<file path="src/hdl/tbca_pkg.sv">
// Shared types, constants and command/status structs for the time bin channel averager.
package tbca_pkg;

  // Default sizing for the top-level parameters
  localparam int MAX_CHANNELS_DEF = 16;
  localparam int COUNT_BITS_DEF   = 16;

  // Fixed field widths
  localparam int TIME_W   = 63;
  localparam int BIN_W    = 64;
  localparam int VALUE_W  = 32;
  localparam int PERIOD_W = 32;
  localparam int NCH_W    = 5;
  localparam int CH_W     = 4;

  // Register reset values: one second of microseconds, all channels active
  localparam int unsigned MICROS_PER_SECOND = 1000000;
  localparam logic [PERIOD_W-1:0] PERIOD_RESET = PERIOD_W'(MICROS_PER_SECOND * 1);
  localparam logic [NCH_W-1:0]    NUM_CH_RESET = NCH_W'(16);

  // Configuration register indexes
  localparam int CFG_IDX_W = 1;
  localparam logic [CFG_IDX_W-1:0] REG_PERIOD_US    = 1'd0;
  localparam logic [CFG_IDX_W-1:0] REG_NUM_CHANNELS = 1'd1;

  // Shared divider geometry: 64-bit dividend, 32-bit divisor, one bit a cycle
  localparam int DIV_N_W   = 64;
  localparam int DIV_D_W   = 32;
  localparam int DIV_STEPS = DIV_N_W;
  localparam int DIV_CNT_W = $clog2(DIV_STEPS);

  // Channel store read address source
  typedef enum logic [1:0] {
    RD_PORT  = 2'd0,
    RD_LATCH = 2'd1,
    RD_INDEX = 2'd2
  } rd_src_t;

  // Commands from the controller to the datapath
  typedef struct packed {
    logic    in_load;
    logic    rd_en;
    rd_src_t rd_src;
    logic    acc_write;
    logic    idx_clear;
    logic    idx_inc;
    logic    div_start_avg;
    logic    div_start_ceil;
    logic    out_load;
    logic    bin_adv;
    logic    bin_ceil_load;
    logic    ch_clear;
  } cmd_t;

  // Status from the datapath to the controller
  typedef struct packed {
    logic mapped;
    logic flush_hit;
    logic bin_started;
    logic idx_done;
    logic cnt_zero;
    logic div_busy;
    logic late;
    logic out_free;
  } status_t;

endpackage

</file>
<file path="src/hdl/time_bin_channel_averager.sv">
// Top level of the time bin channel averager: controller, datapath and checks.
//
// Values are summed and counted per channel over bins of period_us microseconds.
// An ordinary value is read, then its channel's sum and count are written back
// in the channel store. The first value of a sample that reaches the bin end
// starts a flush: each active channel is read and, if not empty, its average is
// found by the 64-step one-bit-per-cycle divider; the result register may then
// wait on out_stall. Then the bin end advances; when the time lies past the
// advanced end, the ceiling is found with the same divider; then the value is
// read and accumulated. The very first value also uses the divider to compute
// its bin end. Reset clears the channel store at once through per-entry
// valid bits, so there is no clearing pass.
module time_bin_channel_averager #(
  parameter int MAX_CHANNELS = tbca_pkg::MAX_CHANNELS_DEF,
  parameter int COUNT_BITS   = tbca_pkg::COUNT_BITS_DEF
) (
  input  logic                                clk,
  input  logic                                rst,
  input  logic                                cfg_write,
  input  logic [tbca_pkg::CFG_IDX_W-1:0]      cfg_index,
  input  logic [tbca_pkg::PERIOD_W-1:0]       cfg_data,
  input  logic                                in_valid,
  output logic                                in_stall,
  input  logic                                mapped,
  input  logic                                first_of_sample,
  input  logic [tbca_pkg::TIME_W-1:0]         time_us,
  input  logic [tbca_pkg::CH_W-1:0]           channel,
  input  logic signed [tbca_pkg::VALUE_W-1:0] value,
  output logic                                out_valid,
  input  logic                                out_stall,
  output logic [tbca_pkg::CH_W-1:0]           out_channel,
  output logic signed [tbca_pkg::VALUE_W-1:0] average,
  output logic                                empty_res,
  output logic [tbca_pkg::TIME_W-1:0]         centre_time_us,
  output logic                                last
);

  tbca_pkg::cmd_t    cmd;
  tbca_pkg::status_t st;

  tbca_ctrl u_ctrl (
    .clk      (clk),
    .rst      (rst),
    .in_valid (in_valid),
    .in_stall (in_stall),
    .st       (st),
    .cmd      (cmd)
  );

  tbca_datapath #(
    .MAX_CHANNELS (MAX_CHANNELS),
    .COUNT_BITS   (COUNT_BITS)
  ) u_dp (
    .clk             (clk),
    .rst             (rst),
    .cfg_write       (cfg_write),
    .cfg_index       (cfg_index),
    .cfg_data        (cfg_data),
    .mapped          (mapped),
    .first_of_sample (first_of_sample),
    .time_us         (time_us),
    .channel         (channel),
    .value           (value),
    .out_stall       (out_stall),
    .out_valid       (out_valid),
    .out_channel     (out_channel),
    .average         (average),
    .empty_res       (empty_res),
    .centre_time_us  (centre_time_us),
    .last            (last),
    .cmd             (cmd),
    .st              (st)
  );

  // Accepting a mapped beat always makes the block go busy
  a_mapped_busy: assert property (@(posedge clk) disable iff (rst)
    (in_valid && !in_stall && mapped) |=> in_stall)
    else $error("mapped beat accepted without the block going busy");

  // Results only appear in the middle of a flush
  a_out_in_flush: assert property (@(posedge clk) disable iff (rst)
    $rose(out_valid) |-> in_stall)
    else $error("result raised while the block was idle");

  // The divider is never left running when a new beat can be taken
  a_div_idle: assert property (@(posedge clk) disable iff (rst)
    !in_stall |-> !st.div_busy)
    else $error("divider busy while the block is idle");

endmodule

</file>
<file path="src/hdl/tbca_div.sv">
// Restoring unsigned divider, one quotient bit per cycle.
module tbca_div (
  input  logic                             clk,
  input  logic                             rst,
  input  logic                             start,
  input  logic [tbca_pkg::DIV_N_W-1:0]     num,
  input  logic [tbca_pkg::DIV_D_W-1:0]     den,
  output logic                             busy,
  output logic [tbca_pkg::DIV_N_W-1:0]     quo,
  output logic [tbca_pkg::DIV_D_W-1:0]     rem
);

  logic [tbca_pkg::DIV_CNT_W-1:0] cnt;
  logic [tbca_pkg::DIV_D_W-1:0]   den_q;
  logic [tbca_pkg::DIV_D_W:0]     part;
  logic [tbca_pkg::DIV_D_W:0]     diff;
  logic                           ge;

  // Trial subtract of the divisor from the shifted partial remainder
  assign part = {rem, quo[tbca_pkg::DIV_N_W-1]};
  assign diff = part - {1'b0, den_q};
  assign ge   = !diff[tbca_pkg::DIV_D_W];

  // Track the run
  always_ff @(posedge clk) begin
    if (rst) begin
      busy <= 1'b0;
    end else if (start) begin
      busy <= 1'b1;
    end else if (busy && cnt == tbca_pkg::DIV_CNT_W'(tbca_pkg::DIV_STEPS - 1)) begin
      busy <= 1'b0;
    end
  end

  // Load operands, then shift in one quotient bit per cycle
  always_ff @(posedge clk) begin
    if (start) begin
      quo   <= num;
      rem   <= '0;
      den_q <= den;
      cnt   <= '0;
    end else if (busy) begin
      rem <= ge ? diff[tbca_pkg::DIV_D_W-1:0] : part[tbca_pkg::DIV_D_W-1:0];
      quo <= {quo[tbca_pkg::DIV_N_W-2:0], ge};
      cnt <= cnt + tbca_pkg::DIV_CNT_W'(1);
    end
  end

endmodule

</file>
<file path="src/hdl/tbca_datapath.sv">
// Datapath: configuration, bin end, per-channel sum/count store, divider and result register.
module tbca_datapath #(
  parameter int MAX_CHANNELS = tbca_pkg::MAX_CHANNELS_DEF,
  parameter int COUNT_BITS   = tbca_pkg::COUNT_BITS_DEF
) (
  input  logic                                clk,
  input  logic                                rst,
  input  logic                                cfg_write,
  input  logic [tbca_pkg::CFG_IDX_W-1:0]      cfg_index,
  input  logic [tbca_pkg::PERIOD_W-1:0]       cfg_data,
  input  logic                                mapped,
  input  logic                                first_of_sample,
  input  logic [tbca_pkg::TIME_W-1:0]         time_us,
  input  logic [tbca_pkg::CH_W-1:0]           channel,
  input  logic signed [tbca_pkg::VALUE_W-1:0] value,
  input  logic                                out_stall,
  output logic                                out_valid,
  output logic [tbca_pkg::CH_W-1:0]           out_channel,
  output logic signed [tbca_pkg::VALUE_W-1:0] average,
  output logic                                empty_res,
  output logic [tbca_pkg::TIME_W-1:0]         centre_time_us,
  output logic                                last,
  input  tbca_pkg::cmd_t                      cmd,
  output tbca_pkg::status_t                   st
);

  localparam int AW    = (MAX_CHANNELS > 1) ? $clog2(MAX_CHANNELS) : 1;
  localparam int DEPTH = 1 << AW;
  localparam int IDXW  = $clog2(MAX_CHANNELS + 1);
  localparam int EW    = (IDXW > tbca_pkg::NCH_W) ? IDXW : tbca_pkg::NCH_W;
  localparam int SW    = tbca_pkg::VALUE_W + COUNT_BITS;
  localparam int CW    = COUNT_BITS;

  // Configuration registers
  logic [tbca_pkg::PERIOD_W-1:0] period_us;
  logic [tbca_pkg::NCH_W-1:0]    num_channels;

  // Bin state and latched input beat
  logic [tbca_pkg::BIN_W-1:0]         bin_end;
  logic [tbca_pkg::TIME_W-1:0]        t_lat;
  logic [tbca_pkg::CH_W-1:0]          ch_lat;
  logic signed [tbca_pkg::VALUE_W-1:0] val_lat;
  logic [tbca_pkg::BIN_W-1:0]         ceil_num;

  // Channel store
  logic signed [SW-1:0] sum_mem [DEPTH];
  logic [CW-1:0]        cnt_mem [DEPTH];
  logic [DEPTH-1:0]     ent_vld;
  logic signed [SW-1:0] rd_sum;
  logic [CW-1:0]        rd_cnt;
  logic                 rd_vld;

  logic [IDXW-1:0] idx;

  logic [tbca_pkg::PERIOD_W-1:0] p_eff;
  logic [EW-1:0]                 num_ext;
  logic [EW-1:0]                 max_ext;
  logic [EW-1:0]                 nch_eff;
  logic [EW-1:0]                 idx_ext;
  logic [EW-1:0]                 ch_lat_ext;
  logic [AW+tbca_pkg::CH_W-1:0]  port_ch_wide;
  logic [AW+tbca_pkg::CH_W-1:0]  lat_ch_wide;
  logic [AW-1:0]                 port_addr;
  logic [AW-1:0]                 lat_addr;
  logic [AW-1:0]                 idx_addr;
  logic [AW-1:0]                 rd_addr;
  logic signed [SW-1:0]          sum_q;
  logic [CW-1:0]                 cnt_q;
  logic                          sum_neg;
  logic [SW-1:0]                 mag;
  logic                          acc_en;
  logic [tbca_pkg::BIN_W-1:0]    ceil_num_next;
  logic [tbca_pkg::BIN_W-1:0]    centre;
  logic                          last_flag;

  logic                          div_start;
  logic [tbca_pkg::DIV_N_W-1:0]  div_num;
  logic [tbca_pkg::DIV_D_W-1:0]  div_den;
  logic                          div_busy;
  logic [tbca_pkg::DIV_N_W-1:0]  div_quo;
  logic [tbca_pkg::DIV_D_W-1:0]  div_rem;
  logic [tbca_pkg::VALUE_W-1:0]  q_lo;
  logic [tbca_pkg::VALUE_W-1:0]  avg_val;

  // Write configuration registers
  always_ff @(posedge clk) begin
    if (rst) begin
      period_us    <= tbca_pkg::PERIOD_RESET;
      num_channels <= tbca_pkg::NUM_CH_RESET;
    end else if (cfg_write) begin
      case (cfg_index)
        tbca_pkg::REG_PERIOD_US:    period_us    <= cfg_data;
        tbca_pkg::REG_NUM_CHANNELS: num_channels <= cfg_data[tbca_pkg::NCH_W-1:0];
        default: ;
      endcase
    end
  end

  // Effective period and active channel count
  assign p_eff   = (period_us == '0) ? tbca_pkg::PERIOD_W'(1) : period_us;
  assign num_ext = EW'(num_channels);
  assign max_ext = EW'(MAX_CHANNELS);
  assign nch_eff = (num_ext > max_ext) ? max_ext : num_ext;

  // Store addresses
  assign port_ch_wide = (AW + tbca_pkg::CH_W)'(channel);
  assign lat_ch_wide  = (AW + tbca_pkg::CH_W)'(ch_lat);
  assign port_addr    = port_ch_wide[AW-1:0];
  assign lat_addr     = lat_ch_wide[AW-1:0];
  assign idx_ext      = EW'(idx);
  assign idx_addr     = idx_ext[AW-1:0];
  assign ch_lat_ext   = EW'(ch_lat);

  always_comb begin
    case (cmd.rd_src)
      tbca_pkg::RD_PORT:  rd_addr = port_addr;
      tbca_pkg::RD_LATCH: rd_addr = lat_addr;
      tbca_pkg::RD_INDEX: rd_addr = idx_addr;
      default:            rd_addr = port_addr;
    endcase
  end

  // Latch the accepted beat
  always_ff @(posedge clk) begin
    if (cmd.in_load) begin
      t_lat   <= time_us;
      ch_lat  <= channel;
      val_lat <= value;
    end
  end

  // Read one channel entry; entries not written since the last clear read as zero
  always_ff @(posedge clk) begin
    if (cmd.rd_en) begin
      rd_sum <= sum_mem[rd_addr];
      rd_cnt <= cnt_mem[rd_addr];
      rd_vld <= ent_vld[rd_addr];
    end
  end

  assign sum_q = rd_vld ? rd_sum : '0;
  assign cnt_q = rd_vld ? rd_cnt : '0;

  // Accumulate into an active channel until its count saturates
  assign acc_en = cmd.acc_write && (ch_lat_ext < nch_eff) && (cnt_q != '1);

  always_ff @(posedge clk) begin
    if (acc_en) begin
      sum_mem[lat_addr] <= sum_q + SW'(val_lat);
      cnt_mem[lat_addr] <= cnt_q + CW'(1);
    end
  end

  always_ff @(posedge clk) begin
    if (rst) begin
      ent_vld <= '0;
    end else if (cmd.ch_clear) begin
      ent_vld <= '0;
    end else if (acc_en) begin
      ent_vld[lat_addr] <= 1'b1;
    end
  end

  // Flush channel index
  always_ff @(posedge clk) begin
    if (rst) begin
      idx <= '0;
    end else if (cmd.idx_clear) begin
      idx <= '0;
    end else if (cmd.idx_inc) begin
      idx <= idx + IDXW'(1);
    end
  end

  assign last_flag = (EW'(idx_ext + EW'(1)) == nch_eff);

  // Divider operands: magnitude of the sum over the count, or the ceiling remainder
  assign sum_neg       = sum_q[SW-1];
  assign mag           = sum_neg ? (~sum_q + SW'(1)) : sum_q;
  assign ceil_num_next = tbca_pkg::BIN_W'(t_lat) + tbca_pkg::BIN_W'(p_eff - tbca_pkg::PERIOD_W'(1));
  assign div_start     = cmd.div_start_avg || cmd.div_start_ceil;
  assign div_num       = cmd.div_start_ceil ? ceil_num_next : tbca_pkg::DIV_N_W'(mag);
  assign div_den       = cmd.div_start_ceil ? p_eff : tbca_pkg::DIV_D_W'(cnt_q);

  always_ff @(posedge clk) begin
    if (cmd.div_start_ceil) begin
      ceil_num <= ceil_num_next;
    end
  end

  tbca_div u_div (
    .clk   (clk),
    .rst   (rst),
    .start (div_start),
    .num   (div_num),
    .den   (div_den),
    .busy  (div_busy),
    .quo   (div_quo),
    .rem   (div_rem)
  );

  // Restore the sign of the truncated quotient
  assign q_lo    = div_quo[tbca_pkg::VALUE_W-1:0];
  assign avg_val = sum_neg ? (~q_lo + tbca_pkg::VALUE_W'(1)) : q_lo;

  // Advance the bin end, or jump it to the ceiling of the latched time
  always_ff @(posedge clk) begin
    if (rst) begin
      bin_end <= '0;
    end else if (cmd.bin_adv) begin
      bin_end <= bin_end + tbca_pkg::BIN_W'(p_eff);
    end else if (cmd.bin_ceil_load) begin
      bin_end <= ceil_num - tbca_pkg::BIN_W'(div_rem);
    end
  end

  assign centre = bin_end - tbca_pkg::BIN_W'(p_eff >> 1);

  // Result register: hold while stalled, reload when the beat is taken
  always_ff @(posedge clk) begin
    if (rst) begin
      out_valid <= 1'b0;
    end else if (cmd.out_load) begin
      out_valid <= 1'b1;
    end else if (!out_stall) begin
      out_valid <= 1'b0;
    end
  end

  always_ff @(posedge clk) begin
    if (cmd.out_load) begin
      out_channel    <= idx_ext[tbca_pkg::CH_W-1:0];
      average        <= (cnt_q == '0) ? '0 : avg_val;
      empty_res      <= (cnt_q == '0);
      centre_time_us <= centre[tbca_pkg::TIME_W-1:0];
      last           <= last_flag;
    end
  end

  // Status toward the controller
  always_comb begin
    st.mapped      = mapped;
    st.flush_hit   = first_of_sample && (tbca_pkg::BIN_W'(time_us) >= bin_end);
    st.bin_started = (bin_end != '0);
    st.idx_done    = (idx_ext >= nch_eff);
    st.cnt_zero    = (cnt_q == '0);
    st.div_busy    = div_busy;
    st.late        = (tbca_pkg::BIN_W'(t_lat) > bin_end);
    st.out_free    = !out_valid || !out_stall;
  end

endmodule

</file>
<file path="src/hdl/tbca_ctrl.sv">
// Controller state machine: accumulate, flush, bin advance and ceiling sequencing.
module tbca_ctrl (
  input  logic               clk,
  input  logic               rst,
  input  logic               in_valid,
  output logic               in_stall,
  input  tbca_pkg::status_t  st,
  output tbca_pkg::cmd_t     cmd
);

  typedef enum logic [9:0] {
    S_IDLE      = 10'b0000000001,
    S_ACC       = 10'b0000000010,
    S_RD        = 10'b0000000100,
    S_FL_RD     = 10'b0000001000,
    S_FL_CHK    = 10'b0000010000,
    S_FL_WAIT   = 10'b0000100000,
    S_FL_OUT    = 10'b0001000000,
    S_BIN_ADV   = 10'b0010000000,
    S_BIN_CHK   = 10'b0100000000,
    S_CEIL_WAIT = 10'b1000000000
  } state_t;

  state_t state;
  state_t state_next;
  logic   ceil_go;
  logic   ceil_go_next;

  // Advance state
  always_ff @(posedge clk) begin
    if (rst) begin
      state   <= S_IDLE;
      ceil_go <= 1'b0;
    end else begin
      state   <= state_next;
      ceil_go <= ceil_go_next;
    end
  end

  assign in_stall = (state != S_IDLE);

  // Decode commands and next state
  always_comb begin
    cmd          = '0;
    state_next   = state;
    ceil_go_next = 1'b0;
    case (state)
      S_IDLE: begin
        if (in_valid) begin
          cmd.in_load = 1'b1;
          cmd.rd_en   = 1'b1;
          cmd.rd_src  = tbca_pkg::RD_PORT;
          if (!st.mapped) begin
            state_next = S_IDLE;
          end else if (st.flush_hit) begin
            if (st.bin_started) begin
              cmd.idx_clear = 1'b1;
              state_next    = S_FL_RD;
            end else begin
              ceil_go_next = 1'b1;
              state_next   = S_CEIL_WAIT;
            end
          end else begin
            state_next = S_ACC;
          end
        end
      end
      S_ACC: begin
        cmd.acc_write = 1'b1;
        state_next    = S_IDLE;
      end
      S_RD: begin
        cmd.rd_en  = 1'b1;
        cmd.rd_src = tbca_pkg::RD_LATCH;
        state_next = S_ACC;
      end
      S_FL_RD: begin
        if (st.idx_done) begin
          state_next = S_BIN_ADV;
        end else begin
          cmd.rd_en  = 1'b1;
          cmd.rd_src = tbca_pkg::RD_INDEX;
          state_next = S_FL_CHK;
        end
      end
      S_FL_CHK: begin
        if (st.cnt_zero) begin
          state_next = S_FL_OUT;
        end else begin
          cmd.div_start_avg = 1'b1;
          state_next        = S_FL_WAIT;
        end
      end
      S_FL_WAIT: begin
        if (!st.div_busy) begin
          state_next = S_FL_OUT;
        end
      end
      S_FL_OUT: begin
        if (st.out_free) begin
          cmd.out_load = 1'b1;
          cmd.idx_inc  = 1'b1;
          state_next   = S_FL_RD;
        end
      end
      S_BIN_ADV: begin
        cmd.bin_adv = 1'b1;
        state_next  = S_BIN_CHK;
      end
      S_BIN_CHK: begin
        if (st.late) begin
          ceil_go_next = 1'b1;
          state_next   = S_CEIL_WAIT;
        end else begin
          cmd.ch_clear = 1'b1;
          state_next   = S_RD;
        end
      end
      S_CEIL_WAIT: begin
        // kick the divider on entry, then wait for the remainder
        if (ceil_go) begin
          cmd.div_start_ceil = 1'b1;
        end else if (!st.div_busy) begin
          cmd.bin_ceil_load = 1'b1;
          cmd.ch_clear      = 1'b1;
          state_next        = S_RD;
        end
      end
      default: begin
        state_next = S_IDLE;
      end
    endcase
  end

endmodule
</file>
<file path="config.mk">
export PLATFORM = sky130hd
export DESIGN_NAME = time_bin_channel_averager
export DESIGN_NICKNAME = d
export VERILOG_FILES = /design/src/hdl/tbca_pkg.sv /design/src/hdl/time_bin_channel_averager.sv /design/src/hdl/tbca_div.sv /design/src/hdl/tbca_datapath.sv /design/src/hdl/tbca_ctrl.sv
export SDC_FILE = /design/constraint.sdc
export NUM_CORES = 2
export LEC_CHECK = 0
export BUFFER_PORTS_ARGS = -buffer_cell sky130_fd_sc_hd__buf_4
export CORE_AREA = 3 3 542 383
export DETAILED_ROUTE_END_ITERATION = 10
export DIE_AREA = 0 0 545 386
export PLACE_DENSITY_LB_ADDON = 0.15
export SYNTH_ARGS = -nofsm -noshare
export SYNTH_HDL_FRONTEND = slang
export SYNTH_SLANG_ARGS = --single-unit
</file>
<file path="constraint.sdc">
create_clock -name clk -period 20.9 [get_ports clk]
set_input_delay 3.135 -clock clk [delete_from_list [all_inputs] [get_ports clk]]
set_output_delay 3.135 -clock clk [all_outputs]
set_load 0.1 [all_outputs]
</file>
==> results by group <==
Worst setup path
  • Crit. End Element: flop
  • Start point of the critical path: u_dp.period_us[28]$_SDFFE_PP0P_
  • Terminus of the critical flop-to-flop path: u_dp.u_div.quo[63]$_DFFE_PP_
  • Crit path DAT: 7.96 ns
  • Worst Setup Path Type: reg2reg
  • Worst Setup Start Kind: flop
  • Maximum fanout along the worst path: 32
  • Setup slack of the worst register-to-register path: 13.53 ns
  • Number of cells on the worst reg-to-reg path: 27
  • Launch point of the worst reg-to-reg path: u_dp.period_us[28]$_SDFFE_PP0P_
  • Required time reported for the critical path endpoint: 21.49 ns

Clock network
  • CTS clock-pin slew for the worst setup and hold paths: 0.07 ns
  • Total CTS buffers: 174
  • Number of clock sinks: 1,622
  • Clock root buffer: sky130_fd_sc_hd__clkbuf_16
  • Latest clock arrival within the worst-skew pair: 0.85 ns
  • Number of hold-repair buffers added at the cts stage: 0
  • Number of resized instances in the post-cts repair step: 0
  • CTS tree: built
  • Maximum clock path buffer count: 4
  • Total setup buffers inserted after CTS: 0
  • H-Tree Level Count: 4

Synthesis
  • Distinct cell type count of the synthesized netlist: 98
  • Ranking of synthesized cells by instance count: sky130_fd_sc_hd__edfxtp_1, sky130_fd_sc_hd__a21oi_1, sky130_fd_sc_hd__nor2_1
  • Post-synthesis async set-or-reset flop share: 0
  • Library cell with the largest summed area after synthesis: sky130_fd_sc_hd__edfxtp_1
  • Library cell with the highest instance count after synthesis: sky130_fd_sc_hd__edfxtp_1
  • Post-synthesis sequential element count: 1,622
  • Cell area after technology mapping: 80,800 sq um
  • Ys flop type: sky130_fd_sc_hd__edfxtp_1
  • Gate count of the mapped netlist: 6,243
  • Warning count from the yosys run: 0
  • Synth top area share: 0.539
  • Average instance area after synthesis: 12.9 sq um
  • Largest cells by area after synthesis: sky130_fd_sc_hd__edfxtp_1, sky130_fd_sc_hd__mux4_2, sky130_fd_sc_hd__ha_1, sky130_fd_sc_hd__dfxtp_1, sky130_fd_sc_hd__a21oi_1
  • Mapped Nets: 6,768
  • Fraction of the yosys area taken by sequential cells: 0.581
  • Count of flip-flops with a built-in enable after synthesis: 1,449

Finish
  • Area overhead of the layout relative to synthesis: 13.6%
  • Combined flip-flop and latch cell area: 47,000 sq um
  • Post-layout instance count excluding filler cells: 9,349
  • Multi-input logic area: 32,000 sq um
  • Fraction of final layout cells with drive strength greater than 1: 0.144
  • FILL cells: 18.2k
  • Count of nets after finishing: 7,003

Floorplan
  • X dimension of the die: 545 um
  • Full die area: 210,000 sq um
  • Number of I/O pins: 242
  • Placeable core area: 202,000 sq um
  • Number of cell rows: 138
  • Initial core utilization: 0.400
  • Vertical extent of the die: 386 um

Global routing
  • Antenna violations before repair: 13
  • Via count of the first global-routing pass: 51.5k
  • Largest net degree at the start of global routing: 116
  • Gr usage total: 0.233
  • First-pass GRT wire length: 360 mm
  • Final global-route overflow total: 0

Route
  • Iteration count of the initial detailed-routing pass: 9
  • Average routed wire per standard cell: 26.7 um
  • Total DRC errors in the routed layout: 0
  • Sum of routed wire length over all layers: 249 mm
  • Drt initial violations: 6,007
  • Number of vias per cell after detailed routing: 5.74
  • Post-detailed-route count of antenna-violating nets: 0
  • Total number of vias: 53.7k

Hold path
  • Worst Hold Path Cells: 2
  • Min-Delay Startpoint: u_dp.num_channels[0]$_SDFFE_PP0P_
  • Endpoint of the worst hold path: u_dp.num_channels[0]$_SDFFE_PP0P_
  • Hold Crit Class: reg2reg

Placed design
  • Port-buffer cells: 241
  • Final GP Congestion: 0.943
  • Placed Instances: 9,030
  • Post-detail-place hpwl: 171 mm

STA
  • Final Slew Violations: 0
  • Final sum of negative setup slack: 0 ns
  • Final Hold Vio Count: 0
  • FMAX: 0.136 GHz
  • Final-report setup violation count: 0
  • Max transition margin: 0.134
  • Final period demand of the worst path: 7.37 ns
  • Fraction of the cycle the final worst path needs: 0.353
  • Slew at the pin with the worst max-slew slack: 1.29 ns
  • RSZ-0062 raised after global routing: no
  • Setup skew after layout: 0.0746 ns

Pwr
  • Cell Int Power: 5840 uW
  • P_sw: 1930 uW
  • Fraction of power spent switching nets: 0.248
  • Portion of total power attributed to combinational logic: 0.107
  • Register share of total power: 0.483
  • Leak pwr: 0.0328 uW
  • Clock Power Share: 0.410
  • Worst VDD drop: 0.0664 mV
  • Power per cell area: 84.6 nW/um^2

Run status
  • Run status: finished clean

Flow run
  • Number of max-capacitance violations reported: 0
==> state kept, by name, indices dropped and copies added (netlist names), 16 cells and up <==
signal	cells
u_dp.average	32
u_dp.period_us	32
u_dp.centre_time_us	63
u_dp.u_div.quo	64
u_dp.u_div.rem	32
u_dp.bin_end	64
u_dp.val_lat	32
u_dp.sum_mem	768
u_dp.ceil_num	64
u_dp.cnt_mem	256
u_dp.u_div.den_q	32
u_dp.rd_sum	48
u_dp.ent_vld	16
u_dp.rd_cnt	16
u_dp.t_lat	63
==> per-layer routing <==
layer | routed length (um) | up-vias | part of all wire | GRT usage
met1 | 118000 | 26987 | 0.47 | 0.362
met4 | 6400 | 2 | 0.026 | 0.0601
met5 | 8 | - | 0.000032 | 0
met2 | 102000 | 1973 | 0.41 | 0.322
li1 | - | 24428 | - | -
met3 | 22500 | 297 | 0.090 | 0.0579
==> cells in the final DEF (no fill, tap or decap), types with 197 or more instances in the layout <==
master,netlist,routed
sky130_fd_sc_hd__edfxtp_1,1449,1449
sky130_fd_sc_hd__a21oi_1,450,448
sky130_fd_sc_hd__nand2_1,391,389
sky130_fd_sc_hd__nor2_1,395,387
sky130_fd_sc_hd__ha_1,380,380
sky130_fd_sc_hd__buf_4,0,341
sky130_fd_sc_hd__mux4_2,260,260
sky130_fd_sc_hd__xnor2_1,252,247
sky130_fd_sc_hd__inv_1,246,245
sky130_fd_sc_hd__a21o_1,228,228
sky130_fd_sc_hd__o21ai_0,199,197
==> worst max-delay path by stage <==
stage	slack [ns]	endpoint
floorplan	11.83	u_dp.cnt_mem[12][0]$_DFFE_PP_
global placement	13.03	u_dp.idx[1]$_SDFFE_PP0P_
detailed placement	13.36	u_dp.rd_sum[25]$_DFFE_PP_
CTS	13.60	u_dp.u_div.quo[63]$_DFFE_PP_
global route	12.87	u_dp.u_div.quo[63]$_DFFE_PP_
finish	13.53	u_dp.u_div.quo[63]$_DFFE_PP_
==> power by group through the flow <==
| stage | logic, uW | registers (uW) | clock network, uW |
|---|---|---|---|
| finish | 832 | 3750 | 3190 |
| detailed placement | 826 | 3820 | 0 |
| global route | 916 | 3750 | 3390 |
| global placement | 814 | 3820 | 0 |
| CTS | 829 | 3750 | 3260 |
| floorplan | 539 | 3790 | 0 |
==> critical path, cell delays in order, from the launching register on <==
cell and delay [ns]:
sky130_fd_sc_hd__dfxtp_1 0.48, sky130_fd_sc_hd__nor3_1 0.12, sky130_fd_sc_hd__nand2_1 0.21, sky130_fd_sc_hd__nor3_1 0.16, sky130_fd_sc_hd__a41o_1 0.35, sky130_fd_sc_hd__inv_2 0.13
sky130_fd_sc_hd__ha_1 0.18, sky130_fd_sc_hd__and3_1 0.25, sky130_fd_sc_hd__nand3_1 0.15, sky130_fd_sc_hd__nor3_1 0.50, sky130_fd_sc_hd__nand2_1 0.29, sky130_fd_sc_hd__nor2_1 0.18
sky130_fd_sc_hd__nand2_1 0.16, sky130_fd_sc_hd__or2_2 0.37, sky130_fd_sc_hd__nor2_2 0.12, sky130_fd_sc_hd__buf_4 0.37, sky130_fd_sc_hd__ha_1 0.39, sky130_fd_sc_hd__a21o_1 0.22
sky130_fd_sc_hd__a21o_1 0.17, sky130_fd_sc_hd__a21oi_1 0.18, sky130_fd_sc_hd__o21ai_0 0.12, sky130_fd_sc_hd__a221oi_1 0.41, sky130_fd_sc_hd__nand3_1 0.15, sky130_fd_sc_hd__o21a_1 0.32
sky130_fd_sc_hd__a221o_1 0.41, sky130_fd_sc_hd__a221oi_1 0.31, sky130_fd_sc_hd__xnor2_1 0.17, sky130_fd_sc_hd__a32o_1 0.23
==> logic make-up (layout without fill, tap and decap cells) <==
kind of cell | Yosys count | in the layout | share of synthesized area
flip-flops | 1622 | 1622 | 0.581
AND/OR/NAND/NOR | 1505 | 1505 | 0.0906
AO/OA/AOI/OAI | 1451 | 1451 | 0.117
buffers and inverters | 544 | 916 | 0.0254
XOR/XNOR | 391 | 391 | 0.0424
adder cells (fa/ha/maj) | 386 | 386 | 0.0603
multiplexers | 344 | 344 | 0.0829
other | 0 | 4 | 0
==> layout make-up <==
class / instances / share of cell area
flip-flops and latches: 1622 / 0.512
multi-input cells: 4077 / 0.348
clock buffers: 216 / 0.0502
well taps: 2730 / 0.0372
repair buffers: 348 / 0.0294
clock inverters: 97 / 0.0126
inverters: 255 / 0.0105
diodes: 4 / 0.000109
==> through the flow <==
stage	worst slack [ns]	total power, uW	hold slack, ns	instance area [sq um]	utilization
global route	12.87	8070	0.482	91800	0.454
CTS	13.60	7840	0.455	91700	0.454
global placement	13.03	4640	0.445	86000	0.425
finish	13.53	7770	0.451	91800	0.454
detailed placement	13.36	4650	0.446	86000	0.425
floorplan	11.83	4330	0.432	80800	-
(Power assumes the default switching activity.)
